==> src/rtl/core/json_string_escaper_unit_assert.svh <==
// assertion macros for the json string escaper
`ifndef JSON_STRING_ESCAPER_UNIT_ASSERT_SVH
`define JSON_STRING_ESCAPER_UNIT_ASSERT_SVH

// same-cycle implication, checked out of reset
`define JSE_ASSERT_NOW(label, ante, cons) \
  label: assert property (@(posedge clk_i) disable iff (!rst_ni) (ante) |-> (cons)) \
    else $error("jse assertion failed");

// next-cycle implication, checked out of reset
`define JSE_ASSERT_NEXT(label, ante, cons) \
  label: assert property (@(posedge clk_i) disable iff (!rst_ni) (ante) |=> (cons)) \
    else $error("jse assertion failed");

`endif

==> src/rtl/core/jse_pkg.sv <==
// types, constants and helper functions of the json string escaper
package jse_pkg;

  localparam int unsigned MaxResults = 8;
  localparam int unsigned IdxW       = $clog2(MaxResults);
  localparam int unsigned CntW       = $clog2(MaxResults + 1);
  localparam int unsigned CpW        = 21;

  localparam logic [7:0]     CtrlLimit = 8'h20;
  localparam logic [CpW-1:0] CpMax     = 21'h10ffff;
  localparam logic [7:0]     Solidus   = 8'h2f;
  localparam logic [7:0]     Backslash = 8'h5c;
  localparam logic [7:0]     Quote     = 8'h22;
  localparam logic [7:0]     LetterU   = 8'h75;

  typedef struct packed {
    logic [7:0] in_byte;
    logic       end_of_string;
  } in_item_t;

  typedef struct packed {
    logic [7:0] out_char;
    logic       error_flag;
    logic       last_of_run;
  } out_item_t;

  // escape letter of a one-byte character, zero when it has none
  function automatic logic [7:0] escape_of(input logic [7:0] b);
    logic [7:0] e;
    unique case (b)
      Quote:     e = Quote;
      Backslash: e = Backslash;
      Solidus:   e = Solidus;
      8'h08:     e = 8'h62;
      8'h0c:     e = 8'h66;
      8'h0a:     e = 8'h6e;
      8'h0d:     e = 8'h72;
      8'h09:     e = 8'h74;
      default:   e = 8'h00;
    endcase
    return e;
  endfunction

  // lowercase hex digit
  function automatic logic [7:0] hex_digit(input logic [3:0] nib);
    logic [7:0] c;
    if (nib < 4'd10) begin
      c = 8'h30 + {4'h0, nib};
    end else begin
      c = 8'h57 + {4'h0, nib};
    end
    return c;
  endfunction

endpackage

==> src/rtl/core/json_string_escaper_unit.sv <==
// json string escaper: utf-8 bytes in, escaped characters out one per cycle
// while the receiver does not stall
// Input channel in_item_i / in_valid_i / in_stall_o carries one source byte
// per item with an end-of-string flag on the last byte. Output channel
// out_item_o / out_valid_o / out_stall_i carries one escaped character per
// item; last_of_run marks the final result of an input byte, error_flag
// marks a dropped character (out_char is zero then).
// An accepted byte is decoded in the same cycle into a run of up to eight
// characters held in the run register; from there each character passes
// into the output register. The run register empties one character per
// cycle while the receiver does not stall, and a new byte is accepted in
// the cycle its predecessor's last character moves out. Plain bytes and
// bytes that give no result (lead and middle bytes) go at one per cycle
// while the receiver does not stall; a byte that gives a named escape or a
// \u escape holds the input until its whole run has moved out.
// Reset clears the partial code point, the run register and the output
// register valid. When the receiver stalls, the output item holds, the run
// register stops, and in_stall_o rises once the run register is still full.
module json_string_escaper_unit (
  input  logic                 clk_i,
  input  logic                 rst_ni,
  input  jse_pkg::in_item_t    in_item_i,
  input  logic                 in_valid_i,
  output logic                 in_stall_o,
  output jse_pkg::out_item_t   out_item_o,
  output logic                 out_valid_o,
  input  logic                 out_stall_i
);

  // decoder state
  logic [1:0]              br_q, br_d;
  logic [jse_pkg::CpW-1:0] acc_q, acc_d;

  // run register
  logic                    run_valid_q, run_valid_d;
  logic                    run_err_q;
  logic [7:0]              run_chars_q [jse_pkg::MaxResults];
  logic [jse_pkg::IdxW-1:0] run_idx_q, run_idx_d;
  logic [jse_pkg::IdxW-1:0] run_last_q;

  // output register
  logic                    out_valid_q, out_valid_d;
  jse_pkg::out_item_t      out_q;

  // decode results
  logic [7:0]              dec_chars [jse_pkg::MaxResults];
  logic [jse_pkg::CntW-1:0] dec_n;
  logic                    dec_err;
  logic [1:0]              dec_br;
  logic [jse_pkg::CpW-1:0] dec_acc;
  logic [jse_pkg::CpW-1:0] cp;
  logic [23:0]             cp24;
  logic [2:0]              ndig;
  logic [7:0]              esc;
  logic [7:0]              b;
  logic                    eos;

  logic in_acc, load_run, out_free, emit, run_done;

  assign b    = in_item_i.in_byte;
  assign eos  = in_item_i.end_of_string;
  assign cp   = {acc_q[jse_pkg::CpW-7:0], b[5:0]};
  assign cp24 = {3'b000, cp};
  assign esc  = jse_pkg::escape_of(b);

  always_comb begin
    dec_n   = '0;
    dec_err = 1'b0;
    dec_br  = br_q;
    dec_acc = acc_q;
    ndig    = 3'd4;
    for (int k = 0; k < jse_pkg::MaxResults; k++) begin
      dec_chars[k] = 8'h00;
    end
    if (br_q == 2'd0) begin
      if (!b[7]) begin
        if (esc != 8'h00) begin
          dec_n        = jse_pkg::CntW'(2);
          dec_chars[0] = jse_pkg::Backslash;
          dec_chars[1] = esc;
        end else if (b < jse_pkg::CtrlLimit) begin
          dec_n   = jse_pkg::CntW'(1);
          dec_err = 1'b1;
        end else begin
          dec_n        = jse_pkg::CntW'(1);
          dec_chars[0] = b;
        end
      end else if (b[7:5] == 3'b110) begin
        dec_acc = {16'h0000, b[4:0]};
        dec_br  = 2'd1;
      end else if (b[7:4] == 4'b1110) begin
        dec_acc = {17'h00000, b[3:0]};
        dec_br  = 2'd2;
      end else if (b[7:3] == 5'b11110) begin
        dec_acc = {18'h00000, b[2:0]};
        dec_br  = 2'd3;
      end else begin
        dec_n   = jse_pkg::CntW'(1);
        dec_err = 1'b1;
      end
      // lead byte cut short by the end of the string
      if (dec_br != 2'd0 && eos) begin
        dec_n   = jse_pkg::CntW'(1);
        dec_err = 1'b1;
      end
    end else begin
      dec_acc = cp;
      dec_br  = br_q - 2'd1;
      if (dec_br == 2'd0) begin
        dec_acc = '0;
        if (cp < {13'h0000, jse_pkg::CtrlLimit} || cp > jse_pkg::CpMax) begin
          dec_n   = jse_pkg::CntW'(1);
          dec_err = 1'b1;
        end else begin
          if (cp > 21'h0fffff) begin
            ndig = 3'd6;
          end else if (cp > 21'h00ffff) begin
            ndig = 3'd5;
          end
          dec_n        = jse_pkg::CntW'(ndig) + jse_pkg::CntW'(2);
          dec_chars[0] = jse_pkg::Backslash;
          dec_chars[1] = jse_pkg::LetterU;
          case (ndig)
            3'd6: begin
              for (int k = 0; k < 6; k++) begin
                dec_chars[2+k] = jse_pkg::hex_digit(cp24[4*(5-k) +: 4]);
              end
            end
            3'd5: begin
              for (int k = 0; k < 5; k++) begin
                dec_chars[2+k] = jse_pkg::hex_digit(cp24[4*(4-k) +: 4]);
              end
            end
            default: begin
              for (int k = 0; k < 4; k++) begin
                dec_chars[2+k] = jse_pkg::hex_digit(cp24[4*(3-k) +: 4]);
              end
            end
          endcase
        end
      end else if (eos) begin
        dec_n   = jse_pkg::CntW'(1);
        dec_err = 1'b1;
      end
    end
    if (eos) begin
      dec_br  = 2'd0;
      dec_acc = '0;
    end
  end

  // handshake and run control
  assign out_free   = !out_valid_q || !out_stall_i;
  assign emit       = run_valid_q && out_free;
  assign run_done   = emit && (run_idx_q == run_last_q);
  assign in_stall_o = run_valid_q && !run_done;
  assign in_acc     = in_valid_i && !in_stall_o;
  assign load_run   = in_acc && (dec_n != '0);

  always_comb begin
    br_d        = in_acc ? dec_br : br_q;
    acc_d       = in_acc ? dec_acc : acc_q;
    run_valid_d = run_valid_q;
    run_idx_d   = run_idx_q;
    if (load_run) begin
      run_valid_d = 1'b1;
      run_idx_d   = '0;
    end else if (emit) begin
      run_valid_d = !run_done;
      run_idx_d   = run_idx_q + jse_pkg::IdxW'(1);
    end
    out_valid_d = emit || (out_valid_q && out_stall_i);
  end

  always_ff @(posedge clk_i or negedge rst_ni) begin
    if (!rst_ni) begin
      br_q        <= 2'd0;
      acc_q       <= '0;
      run_valid_q <= 1'b0;
      run_idx_q   <= '0;
      out_valid_q <= 1'b0;
    end else begin
      br_q        <= br_d;
      acc_q       <= acc_d;
      run_valid_q <= run_valid_d;
      run_idx_q   <= run_idx_d;
      out_valid_q <= out_valid_d;
    end
  end

  always_ff @(posedge clk_i) begin
    if (load_run) begin
      run_chars_q <= dec_chars;
      run_err_q   <= dec_err;
      run_last_q  <= jse_pkg::IdxW'(dec_n - jse_pkg::CntW'(1));
    end
    if (emit) begin
      out_q.out_char    <= run_err_q ? 8'h00 : run_chars_q[run_idx_q];
      out_q.error_flag  <= run_err_q;
      out_q.last_of_run <= (run_idx_q == run_last_q);
    end
  end

  assign out_item_o  = out_q;
  assign out_valid_o = out_valid_q;

`include "json_string_escaper_unit_assert.svh"

  // a new run only lands in an empty or emptying run register
  `JSE_ASSERT_NOW(a_run_no_overwrite, load_run, !run_valid_q || run_done)
  // an error result is a single zero character that ends its run
  `JSE_ASSERT_NOW(a_err_shape, out_valid_q && out_q.error_flag,
                  out_q.out_char == 8'h00 && out_q.last_of_run)
  // the read index never runs past the end of the run
  `JSE_ASSERT_NOW(a_idx_in_run, run_valid_q, run_idx_q <= run_last_q)
  // the end of a string always leaves the decoder idle
  `JSE_ASSERT_NEXT(a_eos_idle, in_acc && eos, br_q == 2'd0 && acc_q == '0)

endmodule

==> config.mk <==
export PLATFORM = sky130hd
export DESIGN_NAME = json_string_escaper_unit
export DESIGN_NICKNAME = d
export VERILOG_FILES = /design/src/rtl/core/jse_pkg.sv /design/src/rtl/core/json_string_escaper_unit.sv
export VERILOG_INCLUDE_DIRS = /design/src /design/src/rtl/core
export SDC_FILE = /design/constraint.sdc
export NUM_CORES = 1
export LEC_CHECK = 0
export BUFFER_PORTS_ARGS = -buffer_cell sky130_fd_sc_hd__buf_2
export CORE_MARGIN = 3
export CORE_UTILIZATION = 45
export CTS_CLUSTER_SIZE = 40
export DETAILED_ROUTE_END_ITERATION = 7
export PLACE_DENSITY = 0.63
export SYNTH_ARGS = -nofsm -noshare
export SYNTH_HDL_FRONTEND = slang
export SYNTH_SLANG_ARGS = --single-unit
==> constraint.sdc <==
create_clock -name clk_i -period 15.3 [get_ports clk_i]
set_clock_uncertainty 0.1 [all_clocks]
set_input_delay 0.765 -clock clk_i [delete_from_list [all_inputs] [get_ports clk_i]]
set_output_delay 0.765 -clock clk_i [all_outputs]
set_load 0.02 [all_outputs]
* Word level (Yosys, flattened, before mapping)
Cells that the tools add are included.
Storage, ports and cells: flip-flop bits (word level) 100, ROM bits 0, memory bits (writable) 0, input port bits 13, output and inout bits 12, memories 0, latch bits 0, word-level logic and storage cells 152
Cells by class: shift operators 0, bitwise operators 3, muxes and demuxes 64, eq/ne operators 16, multiply operators 0, add/sub/neg operators 16, magnitude comparators 12, reduce and logical (&&, ||, !) cells 23, div/mod/pow operators 0
Operators with widths (number):
- 2-to-1 mux 63 bit | 2
- 2-to-1 mux 15 bit | 8
- 2-to-1 mux 8 bit | 10
- one-hot mux 32 bit (2 select lines) | 1
- one-hot mux 7 bit (8 select lines) | 1
- adder 7 x 4 -> 8 bit (first input constant) | 5
- equality test 8 x 4 -> 1 bit (second input constant) | 5
- adder 6 x 4 -> 7 bit (first input constant) | 5
- binary-select mux 8 bit (select 3 bit) | 1
- > comparator 21 x 16 -> 1 bit (second input constant) | 1
- > comparator 21 x 20 -> 1 bit (second input constant) | 1
- > comparator 21 bit (second input constant) | 1
- < comparator 21 x 6 -> 1 bit (second input constant) | 1
- < comparator 4 bit (second input constant) | 5
- 2-to-1 mux 4 bit | 5
- 2-to-1 mux 1 bit | 18
- 2-to-1 mux 2 bit | 9
- equality test 8 x 6 -> 1 bit (second input constant) | 2
- 2-to-1 mux 16 bit | 1
- one-hot mux 8 bit (2 select lines) | 1
- 2-to-1 mux 3 bit | 5
- 2-to-1 mux 7 bit | 2
- equality test 3 bit (second input constant) | 3
- adder 7 x 1 -> 8 bit (first input constant) | 1
- 26 further kinds | 40

* Depth between registers and ports, before layout
word-level depth 13, depth in mapped cells 12, depth with buffers taken out 10

* Worst setup path after synthesis
Ideal clock, no wire load.
path kind in2reg, start input in_item_i[6] in the netlist's numbering, end register run_chars_q[0] in the netlist's numbering (enable), path buffers 2, required time 14.702 ns, slack 9.083 ns, arrival 5.620 ns, cell stages on the path 10, library setup time 0.498 ns, cells stage by stage clkbuf_1 -> inv_1 -> ha_1 -> nor4bb_1 -> o31ai_1 -> nand3_1 -> clkbuf_1 -> a21oi_1 -> ha_1 -> a21oi_1
Between the ends: longest elaborated chain between the ends 12, elaborated cells between the ends (all ways) 42, classes of those cells add/sub (1); order compare (4); eq/ne (11); mux (20); reduce/logical (6)
Ends and longest elaborated chain:
- start: declaration | line json_string_escaper_unit.sv:22 | input jse_pkg::in_item_t in_item_i,
- > comparator 21 x 16 -> 1 bit / equality test 5 bit (equally long branches) | line json_string_escaper_unit.sv:117, json_string_escaper_unit.sv:94
- 2-to-1 mux 1 bit / 2-to-1 mux 2 bit (equally long branches) | line json_string_escaper_unit.sv:117, json_string_escaper_unit.sv:94
- 2-to-1 mux 2 bit, on equally long branches | line json_string_escaper_unit.sv:115, json_string_escaper_unit.sv:91
- 2-to-1 mux 3 bit / 2-to-1 mux 2 bit (equally long branches) | line json_string_escaper_unit.sv:111, json_string_escaper_unit.sv:88
- 2-to-1 mux 3 bit / 2-to-1 mux 2 bit (equally long branches) | line json_string_escaper_unit.sv:109, json_string_escaper_unit.sv:76
- 2-to-1 mux 3 bit / 2-to-1 mux 2 bit (equally long branches) | line json_string_escaper_unit.sv:75 | if (br_q == 2'd0) begin
- adder 3 x 2 -> 4 bit / nonzero test 2 bit (equally long branches) | line json_string_escaper_unit.sv:120, json_string_escaper_unit.sv:102
- 2-to-1 mux 4 bit / logical AND 1 bit (equally long branches) | line json_string_escaper_unit.sv:111, json_string_escaper_unit.sv:102
- 2-to-1 mux 4 bit, on equally long branches | line json_string_escaper_unit.sv:109, json_string_escaper_unit.sv:102
- 2-to-1 mux 4 bit (*) | line json_string_escaper_unit.sv:75
- nonzero test 4 bit (*) | line json_string_escaper_unit.sv:158 | assign load_run = in_acc && (dec_n != '0);
- logical AND 1 bit (*) | line json_string_escaper_unit.sv:158
- net load_run | line json_string_escaper_unit.sv:58 | logic in_acc, load_run, out_free, emit, run_done;
- end signal: assignment | line json_string_escaper_unit.sv:193 | run_chars_q <= dec_chars;
- end: declaration | line json_string_escaper_unit.sv:37 | logic [7:0] run_chars_q [jse_pkg::MaxResults];
Mark *: on every way through the listed nets, which the timed path passes. The rest lies on a longest branch. The select of a mux whose other input is x is not followed. A chain may end at the register's enable or synchronous reset.

* Final worst setup path
start input in_item_i[6] in the netlist's numbering, end register run_chars_q[25] in the netlist's numbering (enable)
The elaborated chain is that of the path after synthesis.

==> results.yml <==
run_status:
  status: "finished clean"
clock_network:
  clk_pin_slew_ns: 0.07
  cts_tree: "yes"
  clockBufferDepth: 2
  cts-buffers-inserted: 9
  cts_sinks: 91
  cts.repair.resized: 0
  post_cts_buffers: 0
  postCtsHoldBufs: 0
  cts_root_buf: "clkbuf_16"
  worstSkewPairLatency_ns: 0.35
  htreeDepth: 3
drt:
  drt-total-wl_um: 13400
  routed-via-count: 4143
  final_antenna_net_count: 0
  drc_errors: 0
  via_per_inst: 6.05
  wl_per_cell_um: 19.6
  first_pass_iters: 8
  drt_iter0_markers: 499
synthesis:
  synth-adder-area-share_pct: 4.15
  synth-simple-area-share_pct: 17.8
  synth_top_family_by_area: "simple AND/OR/NAND/NOR gates"
  yosys-mux-area-fraction_pct: 7.29
  ys_seq_area_share_pct: 48.4
  synth_commonest_cells: "nand2_1 (77), edfxtp_1 (69), a21oi_1 (38)"
  ys_types: 56
  synth-async-reset-ratio_pct: 24.2
  synth-compound-area-share_pct: 15.0
  synth_seq_cells: 91
  yosysTopAreaCell: "edfxtp_1"
  synth.most_common_cell: "nand2_1"
  synth_cells: 545
  syn_area_um2: 5420
  netlist.area_leader.share_pct: 38.2
  synth_nets: 576
  synth.area.top_cells: "edfxtp_1 (38%), dfrtp_1 (10%), mux4_2 (5.8%), nand2_1 (5.3%), ha_1 (4.2%)"
  yosysWarnings: 0
  synthXorXnorAreaFrac_pct: 1.78
  synth.avg_cell_area_um2: 9.95
  synth_edf_count: 69
  ys.flop_type: "edfxtp_1"
floorplan:
  rows: 39
  die-area_um2: 13400
  core-area_um2: 11600
  io-pin-count: 25
  die_h_um: 116
  die_w_um: 116
  initial_core_util_pct: 46.7
timing:
  rsz0062_at_grt: "no"
  setup_slack_ns: 11.03
  fin_crit_ns: 4.27
  max_freq_ghz: 0.234
  timing.hold.ws_ns: 0.284
  setup_viol_count_final: 0
  worstMarginPinSlew_ns: 1.01
  maxSlewHeadroom_pct: 32.6
  hold_viol: 0
  finalCritPeriodShare_pct: 27.9
  slew_violations: 0
  setup_tns_ns: 0
placement:
  dp_slack_ns: 10.68
  dp_hpwl_um: 9420
  gp_congestion: 0.941
  port_buffers: 23
cells_and_area:
  drive_gt1_share_pct: 12.2
  layout.nets: 568
  fillerInstances: 1036
  final_util_pct: 50.4
  diodes: 0
  syn_to_final_growth_pct: 7.99
setup_path:
  cp_slowest_cell: "a22oi_4"
  path_cells: "buf_2 > nand4_1 > or4_4 > a22oi_4 > a21oi_1 > o31a_1 > ha_1 > a21oi_4 > buf_4"
  crit_fanout: 50
  path_class: "in -> reg"
  worst_path_dominant_cell_family: "compound AO/OA/AOI/OAI gates"
  cp.required_ns: 15.18
  slowest_delay_ns: 0.67
  critPathCaptureType: "flip-flop"
  cp.buffers_inverters: 2
  setup.worst_path.start_class: "primary input"
  worstPathArrival_ns: 4.15
power_and_ir_drop:
  power_leakage_uw: 0.00219
  vdd.ir_drop.worst_v: 0.0000798
  p_per_area_nw_per_um2: 155
global_routing:
  grt_use_total_pct: 20.9
  grt_pass1_vias: 3792
  overflow: 0
  antenna_found_initial: 0
  grt_max_degree: 51
  grt_first_pass_wirelength_um: 21300
run:
  max_cap_viol_count: 0
hold_path:
  hold_class: "in -> async"
flip-flops by register name (all words and copies together), names as in the netlist:
| signal | cells |
|---|---|
| run_chars_q | 56 |
| out_item_o | 9 |
| run_idx_q | 3 |
| run_valid_q | 1 |
| run_err_q | 1 |
| br_q | 2 |
| out_valid_o | 1 |
| run_last_q | 3 |
| acc_q | 15 |
cells in the final DEF (no fill, tap or decap), types with 2 or more instances in the layout:
cell type / netlist / final
nand2_1: 77 / 77
or3_1: 13 / 13
mux2i_1: 8 / 8
a21oi_1: 38 / 36
o31a_1: 2 / 2
a21o_1: 6 / 6
nand3_1: 24 / 24
xor2_1: 5 / 5
dfrtp_1: 22 / 22
and3_1: 3 / 3
a211oi_1: 5 / 5
nor2_1: 32 / 32
nor4_1: 6 / 6
clkbuf_16: 0 / 9
buf_4: 6 / 5
edfxtp_1: 69 / 69
inv_1: 21 / 21
and2_1: 5 / 5
mux4_2: 14 / 14
ha_1: 18 / 18
o31ai_1: 3 / 3
nor3_1: 21 / 21
nand2b_1: 3 / 3
o21a_1: 5 / 5
nand4_1: 7 / 7
xnor2_1: 6 / 6
a31oi_1: 11 / 11
a22oi_1: 6 / 6
o21ai_0: 35 / 35
o32a_1: 3 / 3
nor2b_1: 6 / 6
o211ai_1: 4 / 4
buf_2: 9 / 23
final timing paths:
check                        startpoint               to  slack [ns]  cells after the start
max in group asynchronous        rst_ni      run_valid_q       14.46                      1
max                        in_item_i[6]  run_chars_q[25]       11.03                      9
min reg2reg                 run_valid_q      out_valid_o        0.40                      1
min                              rst_ni         acc_q[0]        0.28                      1
min in group clk_i          run_valid_q      out_valid_o        0.40                      1
max reg2reg                    acc_q[0]  run_chars_q[25]       11.08                      8
cell type report:
type / instances / area [µm²] / area share [%]
multi-input combinational: 385 / 2510 / 42.9
sequential: 91 / 2620 / 44.8
clock inverter: 6 / 76.3 / 1.30
timing repair buffer: 28 / 153 / 2.61
clock buffer: 10 / 229 / 3.91
tap: 143 / 179 / 3.06
inverter: 22 / 82.6 / 1.41
power by group:
part | leakage [µW] | internal, µW | switching, µW
Sequential | 0.000941 | 342 | 45.8
Clock | 0.000146 | 129 | 98.0
Combinational | 0.00110 | 115 | 177
per-stage QoR:
| step | instances | area [µm²] | total power, µW |
|---|---|---|---|
| after CTS | 685 | 5850 | 913 |
| after global placement | 669 | 5550 | 680 |
| final | 685 | 5850 | 907 |
| after global routing | 685 | 5850 | 957 |
| after detailed placement | 669 | 5550 | 686 |
| after floorplan | 545 | 5420 | 606 |
layer usage:
metal	vias to the layer above	global-route usage (%)	routed length, µm
li1	1982	-	-
met1	1951	29.3	6020
met2	190	33.5	6250
met3	20	4.70	965
met4	0	4.95	203
met5	-	0	0
cells by family after synthesis:
group,count (synthesis)
mux,22
compound gates,129
simple gates,204
xor+xnor,11
buf+inv,69
fa+ha+maj,18
flops,91
other cells,1
worst register-to-register path: stages, from the launching register on:
cell and delay, ns:
dfrtp_1 0.54, nand4_1 0.22, or4_4 0.58, a22oi_4 0.67, a21oi_1 0.15, o31a_1 0.34
ha_1 0.27, a21oi_4 0.37, buf_4 0.59
(Power assumes the default switching activity.)
